`src/design/lebr_pkg.sv`:
```
`timescale 1ns / 1ps
`default_nettype none
// ----------------------------------------------------------------------------
// lebr_pkg: shared types and constants of the light event burst relay
// Codes for operations, node roles and configuration registers, and the
// structs that carry configuration and pending output work between modules.
// ----------------------------------------------------------------------------
package lebr_pkg;

    // Largest number of packets sent for one light change.
    localparam int MAX_BURST = 8;

    // Widths fixed by the info byte layout.
    localparam int PID_W   = 3;
    localparam int BURST_W = 4;

    // Operation codes of an input item. Code 3 is ignored.
    localparam logic [1:0] OP_SAMPLE = 2'd0;
    localparam logic [1:0] OP_DATA   = 2'd1;
    localparam logic [1:0] OP_BEACON = 2'd2;

    // Node roles. Role code 3 behaves as a relay.
    localparam logic [1:0] ROLE_RELAY  = 2'd0;
    localparam logic [1:0] ROLE_SENSOR = 2'd1;
    localparam logic [1:0] ROLE_SINK   = 2'd2;

    // Configuration register indexes.
    localparam logic [2:0] CFG_NODE_ROLE      = 3'd0;
    localparam logic [2:0] CFG_SENSOR_PRESENT = 3'd1;
    localparam logic [2:0] CFG_LUX_CENTER     = 3'd2;
    localparam logic [2:0] CFG_LUX_BAND       = 3'd3;
    localparam logic [2:0] CFG_BURST_SIZE     = 3'd4;

    typedef struct packed {
        logic [1:0]  node_role;
        logic        sensor_present;
        logic [15:0] lux_center;
        logic [14:0] lux_band;
        logic [3:0]  burst_size;
    } cfg_t;

    // Output work left behind by one input item: a run of packet ids from
    // first_pid to last_pid, all sharing the same burst and light state.
    typedef struct packed {
        logic               send;
        logic [BURST_W-1:0] burst;
        logic [PID_W-1:0]   first_pid;
        logic [PID_W-1:0]   last_pid;
        logic               light_on;
    } job_t;

endpackage
`default_nettype wire

```
`src/design/lebr_node.sv`:
```
`timescale 1ns / 1ps
`default_nettype none
// ----------------------------------------------------------------------------
// lebr_node: node state and per-item decision
// Holds light state, burst id and the seen packet map, and turns one input
// item into the output work it causes. State advances when an item is taken.
// ----------------------------------------------------------------------------
module lebr_node (
    input  wire logic         clk,
    input  wire logic         rst_n,
    input  wire logic         take,
    input  wire lebr_pkg::cfg_t cfg,
    input  wire logic [1:0]   op,
    input  wire logic [15:0]  lux_reading,
    input  wire logic [7:0]   info_in,
    input  wire logic         synced,
    output lebr_pkg::job_t    job
);
    import lebr_pkg::*;

    logic               light_state_reg, light_state_next;
    logic [BURST_W-1:0] burst_id_reg, burst_id_next;
    logic [7:0]         seen_map_reg, seen_map_next;

    logic [16:0]        on_bound;
    logic [16:0]        lux_plus_hys;
    logic               turn_on, turn_off;
    logic [BURST_W-1:0] pkt_burst, burst_diff;
    logic [PID_W-1:0]   pkt_pid;
    logic               pkt_state;
    logic               burst_ok, burst_newer;
    logic [7:0]         eff_map;
    logic [3:0]         size;

    always_comb
    begin
        // Bounds are taken at 17 bits so they never wrap. The turn-off test
        // lux < thr - hys is rewritten as lux + hys < thr.
        on_bound     = {1'b0, cfg.lux_center} + {2'b00, cfg.lux_band};
        lux_plus_hys = {1'b0, lux_reading} + {2'b00, cfg.lux_band};
        turn_on      = !light_state_reg && ({1'b0, lux_reading} >= on_bound);
        turn_off     = light_state_reg && (lux_plus_hys < {1'b0, cfg.lux_center});

        pkt_burst   = info_in[7:4];
        pkt_pid     = info_in[3:1];
        pkt_state   = info_in[0];
        burst_diff  = pkt_burst - burst_id_reg;
        burst_ok    = !burst_diff[BURST_W-1];
        burst_newer = burst_ok && (pkt_burst != burst_id_reg);
        eff_map     = burst_newer ? 8'h00 : seen_map_reg;

        if (cfg.burst_size == 4'd0)
        begin
            size = 4'd1;
        end
        else if (cfg.burst_size > 4'(MAX_BURST))
        begin
            size = 4'(MAX_BURST);
        end
        else
        begin
            size = cfg.burst_size;
        end

        light_state_next = light_state_reg;
        burst_id_next    = burst_id_reg;
        seen_map_next    = seen_map_reg;
        job.send         = 1'b0;
        job.burst        = '0;
        job.first_pid    = '0;
        job.last_pid     = '0;

        case (op)
            OP_SAMPLE:
            begin
                if ((cfg.node_role == ROLE_SENSOR) && cfg.sensor_present &&
                    (turn_on || turn_off))
                begin
                    light_state_next = !light_state_reg;
                    burst_id_next    = burst_id_reg + 4'd1;
                    job.send         = 1'b1;
                    job.burst        = burst_id_reg + 4'd1;
                    job.last_pid     = PID_W'(size - 4'd1);
                end
            end
            OP_DATA:
            begin
                if (synced && (cfg.node_role != ROLE_SENSOR) && burst_ok &&
                    !eff_map[pkt_pid])
                begin
                    seen_map_next    = eff_map | (8'h01 << pkt_pid);
                    burst_id_next    = pkt_burst;
                    light_state_next = pkt_state;
                    if (cfg.node_role != ROLE_SINK)
                    begin
                        job.send      = 1'b1;
                        job.burst     = pkt_burst;
                        job.first_pid = pkt_pid;
                        job.last_pid  = pkt_pid;
                    end
                end
            end
            OP_BEACON:
            begin
                if (burst_ok)
                begin
                    seen_map_next    = eff_map;
                    burst_id_next    = pkt_burst;
                    light_state_next = pkt_state;
                end
            end
            default:
            begin
            end
        endcase

        job.light_on = light_state_next;
    end

    always_ff @(posedge clk or negedge rst_n)
    begin
        if (!rst_n)
        begin
            light_state_reg <= 1'b0;
            burst_id_reg    <= '0;
            seen_map_reg    <= '0;
        end
        else if (take)
        begin
            light_state_reg <= light_state_next;
            burst_id_reg    <= burst_id_next;
            seen_map_reg    <= seen_map_next;
        end
    end

endmodule
`default_nettype wire

```
`src/design/light_event_burst_relay_core.sv`:
```
`timescale 1ns / 1ps
`default_nettype none
// ----------------------------------------------------------------------------
// light_event_burst_relay_core: event flood node for light on/off events
// Decides on light samples, data packets and beacons, and emits the packet
// info bytes of a burst or a relayed packet one result per cycle while out_ready is high.
// ----------------------------------------------------------------------------
// An item is taken into a one-entry holding register in the cycle it is
// offered if that register is free or empties in the same cycle, and node
// state (light state, burst id, seen map) is updated at that moment, so the
// next item sees it at once. From the holding register the item's work moves
// to the output register, which shows one result per cycle while out_ready is
// high. Items that give one result (a relayed packet or nothing to send)
// therefore flow at one per cycle; a light change gives burst_size results
// (clamped to 1..8) and holds the output register until its last result is
// taken, which holds up the items behind it. An item with nothing to send
// still gives one result with send low and info_out zero. Configuration
// writes are always ready and should be made only while the block is idle.
// ----------------------------------------------------------------------------
module light_event_burst_relay_core (
    input  wire logic        clk,
    input  wire logic        rst_n,

    input  wire logic        cfg_valid,
    output logic             cfg_ready,
    input  wire logic [2:0]  cfg_index,
    input  wire logic [15:0] cfg_data,

    input  wire logic        in_valid,
    output logic             in_ready,
    input  wire logic [1:0]  op,
    input  wire logic [15:0] lux_reading,
    input  wire logic [7:0]  info_in,
    input  wire logic        synced,

    output logic             out_valid,
    input  wire logic        out_ready,
    output logic             send,
    output logic [7:0]       info_out,
    output logic             light_on,
    output logic             last
);
    import lebr_pkg::*;

    // Configuration registers.
    cfg_t cfg_reg;

    // Holding register between the decision logic and the output register.
    logic pend_valid_reg, pend_valid_next;
    job_t pend_job_reg;
    job_t new_job;

    // Output register: the work being shown and the current packet id.
    logic             out_valid_reg, out_valid_next;
    job_t             cur_job_reg, cur_job_next;
    logic [PID_W-1:0] pid_reg, pid_next;

    logic in_accept;
    logic out_accept;
    logic cur_last;
    logic out_free;
    logic move;

    // Configuration writes never stall.
    assign cfg_ready = 1'b1;

    always_ff @(posedge clk or negedge rst_n)
    begin
        if (!rst_n)
        begin
            cfg_reg.node_role      <= ROLE_RELAY;
            cfg_reg.sensor_present <= 1'b0;
            cfg_reg.lux_center     <= 16'd1000;
            cfg_reg.lux_band       <= 15'd100;
            cfg_reg.burst_size     <= 4'd4;
        end
        else if (cfg_valid && cfg_ready)
        begin
            case (cfg_index)
                CFG_NODE_ROLE:      cfg_reg.node_role      <= cfg_data[1:0];
                CFG_SENSOR_PRESENT: cfg_reg.sensor_present <= cfg_data[0];
                CFG_LUX_CENTER:     cfg_reg.lux_center     <= cfg_data;
                CFG_LUX_BAND:       cfg_reg.lux_band       <= cfg_data[14:0];
                CFG_BURST_SIZE:     cfg_reg.burst_size     <= cfg_data[3:0];
                default:
                begin
                end
            endcase
        end
    end

    // Decision logic and node state.
    lebr_node u_node (
        .clk         (clk),
        .rst_n       (rst_n),
        .take        (in_accept),
        .cfg         (cfg_reg),
        .op          (op),
        .lux_reading (lux_reading),
        .info_in     (info_in),
        .synced      (synced),
        .job         (new_job)
    );

    // The output register frees up when it is empty or its final result is
    // taken; the holding register then hands its work over in the same cycle.
    always_comb
    begin
        cur_last   = (pid_reg == cur_job_reg.last_pid);
        out_accept = out_valid_reg && out_ready;
        out_free   = !out_valid_reg || (out_ready && cur_last);
        move       = pend_valid_reg && out_free;
        in_ready   = !pend_valid_reg || move;
        in_accept  = in_valid && in_ready;

        pend_valid_next = in_accept || (pend_valid_reg && !move);

        out_valid_next = out_valid_reg;
        cur_job_next   = cur_job_reg;
        pid_next       = pid_reg;
        if (move)
        begin
            out_valid_next = 1'b1;
            cur_job_next   = pend_job_reg;
            pid_next       = pend_job_reg.first_pid;
        end
        else if (out_accept)
        begin
            if (cur_last)
            begin
                out_valid_next = 1'b0;
            end
            else
            begin
                pid_next = pid_reg + 1'b1;
            end
        end
    end

    always_ff @(posedge clk or negedge rst_n)
    begin
        if (!rst_n)
        begin
            pend_valid_reg <= 1'b0;
            out_valid_reg  <= 1'b0;
        end
        else
        begin
            pend_valid_reg <= pend_valid_next;
            out_valid_reg  <= out_valid_next;
        end
    end

    // Payload registers carry no reset.
    always_ff @(posedge clk)
    begin
        if (in_accept)
        begin
            pend_job_reg <= new_job;
        end
        cur_job_reg <= cur_job_next;
        pid_reg     <= pid_next;
    end

    // A result with nothing to send carries an all-zero info byte.
    assign out_valid = out_valid_reg;
    assign send      = cur_job_reg.send;
    assign info_out  = cur_job_reg.send ?
                       {cur_job_reg.burst, pid_reg, cur_job_reg.light_on} : 8'h00;
    assign light_on  = cur_job_reg.light_on;
    assign last      = cur_last;

    // The packet id never runs past the end of its run.
    assert property (@(posedge clk) disable iff (!rst_n)
        out_valid_reg |-> (pid_reg <= cur_job_reg.last_pid))
    else $error("packet id ran past the end of its burst");

    // An item with nothing to send gives exactly one result, with a zero byte.
    assert property (@(posedge clk) disable iff (!rst_n)
        (out_valid && !send) |-> (last && (info_out == 8'h00)))
    else $error("non-sending result is not a single zero result");

    // A burst that is not finished keeps the output register busy.
    assert property (@(posedge clk) disable iff (!rst_n)
        (out_valid && out_ready && !last) |=> out_valid)
    else $error("output dropped in the middle of a burst");

    // Work waiting in the holding register blocks new items until it moves.
    assert property (@(posedge clk) disable iff (!rst_n)
        (pend_valid_reg && out_valid_reg && !(out_ready && cur_last)) |-> !in_ready)
    else $error("item taken while holding register stays full");

endmodule
`default_nettype wire
```
`config.mk`:
```
export PLATFORM = sky130hd
export DESIGN_NAME = light_event_burst_relay_core
export DESIGN_NICKNAME = d
export VERILOG_FILES = /design/src/design/lebr_pkg.sv /design/src/design/lebr_node.sv /design/src/design/light_event_burst_relay_core.sv
export SDC_FILE = /design/constraint.sdc
export NUM_CORES = 1
export LEC_CHECK = 0
export BUFFER_PORTS_ARGS = -buffer_cell sky130_fd_sc_hd__buf_2
export CAP_MARGIN = 20
export CORE_MARGIN = 2
export CORE_UTILIZATION = 30
export CTS_CLUSTER_SIZE = 16
export DETAILED_ROUTE_END_ITERATION = 7
export HOLD_SLACK_MARGIN = 0.02
export PLACE_DENSITY = 0.55
export SYNTH_ARGS = -nofsm -noshare
export SYNTH_HDL_FRONTEND = slang
export SYNTH_SLANG_ARGS = --single-unit
export TNS_END_PERCENT = 1
```
`constraint.sdc`:
```
create_clock -name clk -period 4.15 [get_ports clk]
set_clock_uncertainty 0.15 [all_clocks]
set_input_delay 0.6225 -clock clk [delete_from_list [all_inputs] [get_ports clk]]
set_output_delay 0.6225 -clock clk [all_outputs]
set_load 0.01 [all_outputs]
```
==> flow_summary_export.csv, run 1 <==
group,metric,value,unit
sta,worst_slew_pin_slew,0.945,ns
final_layout,n_antenna_cell,0,
global_route,grt-ovfl-total,0,
drt,drt-total-wl,13400,µm
clock_tree,cts_buffers,9,
placement,dp_hpwl,10600,µm
drt,drcViolationCount,0,
drt,drt_iter0_drc,176,
clock_tree,root_buffer,"clkbuf_16",
worst_setup_path,critPathArrivalTime,4.34,ns
drt,dr.pass1.iters,4,
outcome,violations,"setup timing",
logic_synthesis,synth.cell_area,5670,µm²
global_route,antenna_found_initial,0,
worst_setup_path,crit_chain,"ha_4 -> nor2b_1 -> o21a_1 -> a31o_4 -> o41ai_4 -> o21ai_2 -> o41ai_2 -> o21bai_1 -> a21oi_1 -> xnor2_1 -> ha_1 -> a21o_1 -> a211o_1 -> a221o_1 -> o32ai_4 -> a31o_4 -> nand2b_1 -> o22a_1",
logic_synthesis,avgSynthCellArea,9.91,µm²
floorplan,ioPinCount,65,
final_layout,syn2layout_area_growth,24.4,%
worst_setup_path,cp_max_fo,4,
worst_setup_path,crit_required,4.09,ns
logic_synthesis,ys_dominant_reg_cell,"dfrtp_1",
floorplan,start_util,30.4,%
logic_synthesis,yosysWarnings,0,
worst_setup_path,worst_path_most_repeated_cell,"a31o_4",
worst_setup_path,path_class,"register to register",
pwr,ir_worst_vdd,0.260,mV
drt,ant_nets,0,
final_layout,fillers,1880,
clock_tree,clock_path_buffers,2,
logic_synthesis,synth_nets,696,
hold_path,hp-class,"register to register",
sta,fin_crit,4.39,ns
clock_tree,clock-sinks,77,
final_layout,regArea,2060,µm²
worst_setup_path,critPathTopFamily,"compound AO/OA/AOI/OAI gates",
sta,fin_hold_ws,0.263,ns
placement,portBuffers,63,
sta,setup_viol,14,
worst_setup_path,crit_slowest_cell,"dfstp_2",
sta,hold_viol_final,0,
placement,dp_slack,-0.729,ns
logic_synthesis,synth_edf_count,24,
final_layout,largest_reg_flops,38,
worst_setup_path,crit_path_start_kind,"register",
placement,gp_congestion,0.784,
logic_synthesis,synth-seq-cells,77,
floorplan,rows,50,
logic_synthesis,yosys.area.top_type_share,19.0,%
worst_setup_path,cpPeakStageDelay,0.56,ns
sta,slew_viol_final,0,
global_route,grt-busiest-layer,"met2",
logic_synthesis,synth_most_common_cell,"ha_1",
hold_path,worstHoldStart,"pend_job_reg[3]$_DFFE_PP_",
final_layout,drive_gt1_share,29.3,%
sta,period_share,106,%
global_route,grt_max_degree,39,
worst_setup_path,crit_path_start,"cfg_reg[6]$_DFFE_PN1P_",
worst_setup_path,endpoint_kind,"register",
drt,via_count,4410,
global_route,met3_usage,2.29,%
final_layout,final_nets,816,
worst_setup_path,worst-path-buf-inv,0,
clock_tree,htree_levels,3,
sta,setup_ws,-0.245,ns
logic_synthesis,synth_top_cells_by_area,"dfrtp_1 19%, ha_1 16%, edfxtp_1 13%",
floorplan,die_w,141,µm
global_route,grt_pass1_vias,4455,
logic_synthesis,synth-async-reset-ratio,68.8,%
sta,rsz0062_at_grt,"yes",
sta,slew_headroom,36.8,%
logic_synthesis,synth_cell_types,68,
logic_synthesis,postSynthCellCount,572,
clock_tree,ctsHoldBuffers,0,
logic_synthesis,synth_top_area_cell,"dfrtp_1",
floorplan,die_area,20000,µm²
global_route,met2_usage,22.9,%
final_layout,multi_input_area,3460,µm²
global_route,grtUsageTotal,14.2,%
clock_tree,cts_tree,"built",
floorplan,die_y,141,µm
global_route,grt_use_met1,19.5,%
sta,max_freq,228,MHz
pwr,power_density,567,nW/µm²
drt,vias_per_cell,4.74,
floorplan,core-area,18600,µm²
job,cap_violations,0,
clock_tree,clock_latency,0.35,ns
worst_setup_path,r2r_start,"cfg_reg[6]$_DFFE_PN1P_",
global_route,grt_pass1_wl,22600,µm
clock_tree,clk_pin_slew_worst_paths,0.07,ns
logic_synthesis,synth_commonest_cells,"71 x ha_1, 52 x inv_1, 51 x nand2_1",
logic_synthesis,synth-seq-area-share,36.3,%
outcome,status,"complete, but fails checks",
drt,wl_per_cell,14.4,µm
pwr,leakage,3.26,nW
## final cells by class
| class | instances | share of cell area [%] |
|---|---|---|
| multi-input combinational | 434 | 49.0 |
| sequential | 77 | 29.2 |
| timing repair buffer | 118 | 10.4 |
| tap | 234 | 4.15 |
| clock buffer | 9 | 3.19 |
| inverter | 52 | 2.77 |
| clock inverter | 7 | 1.26 |
## worst reg2reg max path, cell delays in order (launching register included)
cell      delay [ns]
dfstp_2         0.56
ha_4            0.20
nor2b_1         0.13
o21a_1          0.19
a31o_4          0.24
o41ai_4         0.25
o21ai_2         0.12
o41ai_2         0.27
o21bai_1        0.11
a21oi_1         0.18
xnor2_1         0.14
ha_1            0.27
a21o_1          0.18
a211o_1         0.24
a221o_1         0.29
o32ai_4         0.14
a31o_4          0.23
nand2b_1        0.06
o22a_1          0.19
## metrics by stage
| step | TNS (ns) | area, µm² | total power (W) | std cells | util, % |
|---|---|---|---|---|---|
| 6_report | -1.96 | 7050 | 0.00400 | 931 | 37.8 |
| 5_1_grt | -5.33 | 7050 | 0.00436 | 931 | 37.8 |
| 4_1_cts | -4.23 | 7020 | 0.00400 | 931 | 37.6 |
| 3_5_place_dp | -8.75 | 6610 | 0.00307 | 910 | 35.5 |
| 3_3_place_gp | -7.74 | 6610 | 0.00306 | 910 | 35.5 |
| 2_1_floorplan | -3.89 | 5670 | 0.00247 | 572 | - |
## metal layers
layer | vias up | share of wire, %
li1 | 2304 | -
met1 | 2034 | 50
met2 | 61 | 45
met3 | 11 | 3.5
met4 | 0 | 1.6
met5 | - | 0
## report_power, final
| group | total (W) | internal, W | switching (W) |
|---|---|---|---|
| combinational | 0.00202 | 0.000992 | 0.00103 |
| clock | 0.000850 | 0.000483 | 0.000367 |
| sequential | 0.00113 | 0.000993 | 0.000137 |
## final timing paths
check	endpoint	slack [ns]	depth (start not counted)
setup / recovery	pend_job_reg[0]$_DFFE_PP_	-0.24	18
hold / removal	cur_job_reg[3]$_DFFE_PP_	0.26	0
setup reg to reg	pend_job_reg[0]$_DFFE_PP_	-0.24	18
hold reg to reg	cur_job_reg[3]$_DFFE_PP_	0.26	0
max in group asynchronous	cfg_reg[22]$_DFFE_PN1P_	2.73	2
min in group asynchronous	cfg_reg[34]$_DFFE_PN0P_	0.27	1
## logic make-up (layout without fill, tap and decap cells)
logic type / Yosys count / in the layout / share of synthesized area [%]
simple gates: 157 / 157 / 14.1
compound gates: 136 / 136 / 17.2
flops: 77 / 77 / 36.3
fa+ha+maj: 73 / 73 / 16.4
buf+inv: 61 / 186 / 4.22
xor+xnor: 36 / 36 / 5.56
mux: 31 / 31 / 6.16
other cells: 1 / 1 / 0.0662
## repair_timing
| item | in CTS | in global routing |
|---|---|---|
| gates resized for setup | 15 | 9 |
| buffers inserted | 5 | 0 |
| endpoints found under the setup margin | 14 | 14 |
| pin swaps | 18 | 13 |
## placed cells by master, fill, tap and decap left out, types with 6 or more instances in the layout
| master | n |
|---|---|
| a21o_1 | 12 |
| nor2b_1 | 9 |
| o21bai_1 | 7 |
| dfstp_2 | 10 |
| dfrtp_1 | 42 |
| mux2_2 | 23 |
| edfxtp_1 | 24 |
| nand3_1 | 12 |
| a211oi_1 | 6 |
| nor2_1 | 28 |
| clkbuf_16 | 9 |
| mux2i_1 | 6 |
| o21ai_0 | 26 |
| nand2b_1 | 13 |
| buf_2 | 63 |
| buf_4 | 54 |
| and2_1 | 12 |
| xor2_1 | 15 |
| a21oi_1 | 26 |
| xnor2_1 | 21 |
| o21ai_1 | 8 |
| nor3_1 | 8 |
| nand2_1 | 51 |
| o22ai_1 | 6 |
| inv_1 | 51 |
| ha_1 | 69 |
No activity file was read; power rests on OpenSTA's default activity.
==> run 2: changes to the inputs <==
--- a/config.mk
+++ b/config.mk
@@ -7,7 +7,7 @@
 export LEC_CHECK = 0
 export BUFFER_PORTS_ARGS = -buffer_cell sky130_fd_sc_hd__buf_2
 export CAP_MARGIN = 20
-export CORE_MARGIN = 2
+export CORE_MARGIN = 10
 export CORE_UTILIZATION = 30
 export CTS_CLUSTER_SIZE = 16
 export DETAILED_ROUTE_END_ITERATION = 7
==> run 2 against run 1 <==
Against the previous run: the run still ends with setup timing left; setup slack worse by 0.042 ns; critical path type unchanged; clock-buffer cell count stayed put; non-clock buffer count is 3 lower.
==> flow_summary_export.csv, run 2 (synthesized netlist as in run 1, its figures left out) <==
group,metric,value,unit
worst_setup_path,crit_path_start_kind,"register",
sta,slew_viol_final,0,
floorplan,die_area,24800,µm²
floorplan,die_y,157,µm
final_layout,final_core_util,37.4,%
global_route,grt_max_degree,32,
outcome,violations,"setup timing",
pwr,ir_worst_vdd,0.234,mV
final_layout,largest_reg_flops,38,
final_layout,n_antenna_cell,0,
floorplan,rows,50,
global_route,grt-ovfl-total,0,
clock_tree,clock_path_buffers,2,
final_layout,final_cell_mix,"70 x ha_1, 63 x buf_2, 52 x buf_4, 51 x inv_1, 51 x nand2_1",
hold_path,hp-class,"input pin to asynchronous set/reset pin",
clock_tree,cts_buffers,9,
clock_tree,htree_levels,3,
clock_tree,clk_pin_slew_worst_paths,0.07,ns
job,cap_violations,0,
global_route,grt_pass1_vias,4436,
final_layout,drive_gt1_share,28.0,%
drt,drcViolationCount,0,
global_route,grt_use_met1,15.1,%
clock_tree,cts_tree,"built",
global_route,met3_usage,1.99,%
clock_tree,clock-sinks,77,
worst_setup_path,critPathArrivalTime,4.38,ns
sta,worst_slew_pin_slew,0.913,ns
sta,period_share,107,%
final_layout,syn2layout_area_growth,23.0,%
pwr,leakage,3.23,nW
drt,dr.pass1.iters,4,
worst_setup_path,reg2regPathDepth,18,
placement,dp_hpwl,11100,µm
drt,drt_iter0_drc,133,
floorplan,die_w,157,µm
drt,vias_per_cell,4.69,
final_layout,final_nets,813,
clock_tree,root_buffer,"clkbuf_16",
worst_setup_path,endpoint_kind,"register",
placement,gp_congestion,0.831,
global_route,grt_pass1_wl,22500,µm
placement,dp_slack,-0.719,ns
global_route,grt-busiest-layer,"met2",
clock_tree,clock_latency,0.35,ns
drt,wl_per_cell,14.7,µm
drt,ant_nets,0,
floorplan,core-area,18600,µm²
outcome,status,"complete, but fails checks",
placement,portBuffers,63,
sta,max_freq,225,MHz
global_route,grtUsageTotal,11.3,%
final_layout,fillers,1887,
sta,setup_viol,14,
worst_setup_path,crit_required,4.10,ns
final_layout,final_common_cell,"ha_1",
sta,slew_headroom,39.0,%
drt,drt-total-wl,13600,µm
worst_setup_path,path_class,"register to register",
sta,tns,-2.59,ns
worst_setup_path,cp_max_fo,4,
sta,hold_viol_final,0,
sta,rsz0062_at_grt,"yes",
sta,setup_ws,-0.287,ns
drt,via_count,4353,
worst_setup_path,r2r_setup_slack,-0.29,ns
floorplan,ioPinCount,65,
global_route,met2_usage,17.9,%
pwr,power_density,555,nW/µm²
global_route,antenna_found_initial,0,
sta,fin_crit,4.44,ns
final_layout,layout.cells.non_filler,928,
placement,dp.cells,912,
floorplan,start_util,30.4,%
==> run 2: cell count changes in the layout (fill, tap and decap cells not counted), sizes merged <==
cell | previous run | this run
clkinv | 0 | 4
buf | 118 | 115
inv | 57 | 55
bufinv | 1 | 0
clkinvlp | 1 | 0
==> run 2: layout make-up <==
cell class,instances,area [µm²],area share [%]
Tap cell,234,293,4.20
Inverter,52,195,2.80
Timing Repair Buffer,115,706,10.1
Clock inverter,7,56.3,0.808
Sequential cell,77,2060,29.6
Clock buffer,9,225,3.23
Multi-Input combinational cell,434,3430,49.3
==> run 2: report_power, final <==
group | internal (W) | leakage (nW) | total, W | switching (W)
combinational | 0.000969 | 2.25 | 0.00198 | 0.00101
sequential | 0.000993 | 0.834 | 0.00113 | 0.000134
clock | 0.000414 | 0.142 | 0.000764 | 0.000350
total | 0.00238 | 3.23 | 0.00387 | 0.00149
==> run 2: path summary, 6_finish.rpt <==
path / end / startpoint
worst max-delay path: pend_job_reg[0]$_DFFE_PP_ / cfg_reg[6]$_DFFE_PN1P_
worst min-delay path: cfg_reg[29]$_DFFE_PN0P_ / rst_n
worst max register to register: pend_job_reg[0]$_DFFE_PP_ / cfg_reg[6]$_DFFE_PN1P_
worst min register to register: light_on$_DFFE_PP_ / pend_job_reg[0]$_DFFE_PP_
max in group asynchronous: cfg_reg[2]$_DFFE_PN1P_ / rst_n
min in group clk: light_on$_DFFE_PP_ / pend_job_reg[0]$_DFFE_PP_
==> run 2: metal layers <==
layer  vias to the layer above  part of all wire, %
met4                         0                  1.4
met5                         -                    0
met1                      2009                   50
li1                       2282                    -
met2                        49                   46
met3                        13                  2.4
==> run 2: per-stage QoR <==
stage,instance area (µm²),hold slack (ns),total power (W)
after floorplan,5670,0.177,0.00247
after global placement,6630,0.252,0.00306
after detailed placement,6630,0.255,0.00308
after CTS,6930,0.157,0.00389
after global routing,6970,0.175,0.00424
final,6970,0.139,0.00387
==> run 2: critical path, stage by stage, from the launching register on <==
cell      delay [ns]
dfstp_2         0.53
ha_1            0.23
nor2b_1         0.14
o21a_1          0.19
a31o_4          0.26
o41ai_4         0.26
o21ai_2         0.13
o41ai_4         0.24
o21bai_1        0.10
a21oi_1         0.15
xnor2_1         0.15
ha_1            0.27
a21o_1          0.16
a211o_1         0.28
a221o_1         0.30
o32ai_4         0.13
a31o_4          0.23
nand2b_1        0.06
o22a_1          0.20
==> run 2: repair_timing <==
item                                    CTS  global route
pin swaps                                 1             4
resized for setup                         3            10
buffers inserted                          0             0
hold buffers                              0             0
endpoints found under the setup margin   14            14
==> run 3: changes to the inputs <==
--- a/config.mk
+++ b/config.mk
@@ -7,6 +7,7 @@
 export LEC_CHECK = 0
 export BUFFER_PORTS_ARGS = -buffer_cell sky130_fd_sc_hd__buf_2
 export CAP_MARGIN = 20
+export CORE_ASPECT_RATIO = 1.2
 export CORE_MARGIN = 10
 export CORE_UTILIZATION = 30
 export CTS_CLUSTER_SIZE = 16
==> run 3 against run 2 <==
Against the previous run: total power shrank 0.11%; sequential power is essentially flat; sequential share of layout area shrank 0.17 points; cell count grew 2.4%; largest cell class unchanged; design area grew 0.52%; highest routed layer unchanged; non-clock buffer count is the same; die area is essentially flat; the flow still finishes with violations (setup timing).
==> flow_summary_export.csv, run 3 (synthesized netlist as in run 1, its figures left out) <==
group,metric,value,unit
outcome,status,"complete, but fails checks",
outcome,violations,"setup timing",
clock_tree,htree_levels,3,
floorplan,start_util,30.3,%
clock_tree,cts_buffers,9,
global_route,grt_pass1_wl,22400,µm
sta,setup_viol,14,
clock_tree,clock_path_buffers,2,
sta,max_freq,217,MHz
worst_setup_path,cp_max_fo,2,
final_layout,drive_gt1_share,27.8,%
clock_tree,ctsHoldBuffers,0,
global_route,grt-ovfl-total,0,
sta,setup_ws,-0.466,ns
clock_tree,root_buffer,"clkbuf_16",
hold_path,hp-class,"input pin to asynchronous set/reset pin",
pwr,ir_worst_vdd,0.234,mV
floorplan,die_area,24800,µm²
global_route,grt_max_degree,35,
pwr,total_power,0.00386,W
final_layout,final_cell_mix,"69 x ha_1, 63 x buf_2, 52 x inv_1, 51 x nand2_1, 51 x buf_4",
placement,dp_hpwl,11100,µm
drt,vias_per_cell,4.67,
drt,drcViolationCount,0,
worst_setup_path,endpoint_kind,"register",
final_layout,largest_reg_flops,38,
global_route,grtUsageTotal,11.2,%
sta,worst_slew_pin_slew,0.964,ns
global_route,antenna_found_initial,0,
pwr,power_density,552,nW/µm²
worst_setup_path,critPathArrivalTime,4.68,ns
worst_setup_path,crit_required,4.21,ns
clock_tree,clock_latency,0.35,ns
sta,hold_viol_final,0,
floorplan,ioPinCount,65,
sta,rsz0062_at_grt,"yes",
placement,gp_congestion,0.869,
final_layout,final_nets,813,
sta,slew_viol_final,0,
final_layout,final_common_cell,"ha_1",
placement,portBuffers,63,
clock_tree,clock-sinks,77,
clock_tree,clk_pin_slew_worst_paths,0.06,ns
drt,via_count,4437,
drt,wl_per_cell,14.3,µm
clock_tree,cts_tree,"built",
floorplan,core-area,18700,µm²
sta,fin_crit,4.62,ns
sta,period_share,111,%
worst_setup_path,path_class,"register to register",
drt,drt_iter0_drc,251,
final_layout,final_core_util,37.4,%
floorplan,rows,55,
floorplan,die_y,171,µm
pwr,leakage,3.23,nW
final_layout,n_antenna_cell,0,
global_route,grt_pass1_vias,4595,
drt,dr.pass1.iters,4,
final_layout,syn2layout_area_growth,23.6,%
sta,slew_headroom,35.5,%
drt,ant_nets,0,
worst_setup_path,crit_path_start_kind,"register",
job,cap_violations,0,
drt,drt-total-wl,13600,µm
floorplan,die_w,145,µm
run 3: cell count changes in the layout (fill, tap and decap cells not counted), sizes merged:
| cell | delta |
|---|---|
| clkbuf | +2 |
| inv | -2 |
run 3: path summary, 6_finish.rpt:
path	start	end	slack, ns	cells after the start
worst min register to register	pend_job_reg[1]$_DFFE_PP_	cur_job_reg[1]$_DFFE_PP_	0.27	0
worst min-delay path	rst_n	cfg_reg[8]$_DFFE_PN0P_	0.11	1
max in group asynchronous	rst_n	cfg_reg[22]$_DFFE_PN1P_	2.87	2
worst max register to register	cfg_reg[6]$_DFFE_PN1P_	pend_job_reg[0]$_DFFE_PP_	-0.47	19
min in group clk	pend_job_reg[1]$_DFFE_PP_	cur_job_reg[1]$_DFFE_PP_	0.27	0
worst max-delay path	cfg_reg[6]$_DFFE_PN1P_	pend_job_reg[0]$_DFFE_PP_	-0.47	19
run 3: per-stage QoR:
step                hold WS [ns]  setup slack (ns)  instance area (µm²)  setup TNS (ns)  cells
floorplan                  0.177            -0.432                 5670           -3.89    572
global placement           0.252            -0.635                 6650           -8.35    933
detailed placement         0.256            -0.691                 6650           -9.03    933
CTS                        0.118            -0.369                 6960           -4.54    949
global route               0.130            -0.720                 7010           -9.16    950
finish                     0.106            -0.466                 7010           -5.73    950
run 3: layer usage:
metal / global-route usage [%] / part of all wire (%) / up-vias / routed length, µm
met5: 0 / 0 / - / 0
met4: 4.31 / 2.0 / 0 / 272
met3: 2.54 / 4.2 / 19 / 574
met2: 19.9 / 51 / 76 / 6880
met1: 12.7 / 43 / 2050 / 5870
li1: - / - / 2292 / -
run 3: final cells by class:
type | instances | area, µm²
fill | 1966 | 11700
multi-input combinational | 434 | 3420
sequential | 77 | 2060
timing repair buffer | 115 | 709
tap | 256 | 320
clock buffer | 11 | 254
inverter | 52 | 195
clock inverter | 5 | 42.5
run 3: power by group:
part | total [W] | switching [W] | leakage [nW] | internal [W]
combinational | 0.00197 | 0.00101 | 2.25 | 0.000959
clock | 0.000771 | 0.000324 | 0.147 | 0.000448
sequential | 0.00113 | 0.000134 | 0.835 | 0.000993
total | 0.00386 | 0.00147 | 3.23 | 0.00240
run 3: repair_timing:
item | in CTS | in global routing
setup endpoints to repair | 14 | 14
gates resized for setup | 3 | 13
pin swaps | 0 | 8
buffers inserted | 0 | 1
run 3: worst max-delay path: stages, from the launching register on:
cell and delay (ns):
dfstp_2 0.58, ha_4 0.21, nor2b_1 0.12, o21a_1 0.18, a31o_2 0.23, o41ai_4 0.35
o21ai_2 0.11, o41ai_2 0.38, o21bai_1 0.10, a21oi_1 0.17, xnor2_1 0.10, ha_1 0.31
a21o_1 0.16, a211o_1 0.29, a221o_1 0.28, o32ai_2 0.14, buf_4 0.17, nand4_4 0.11
a21oi_2 0.19, o22a_1 0.16
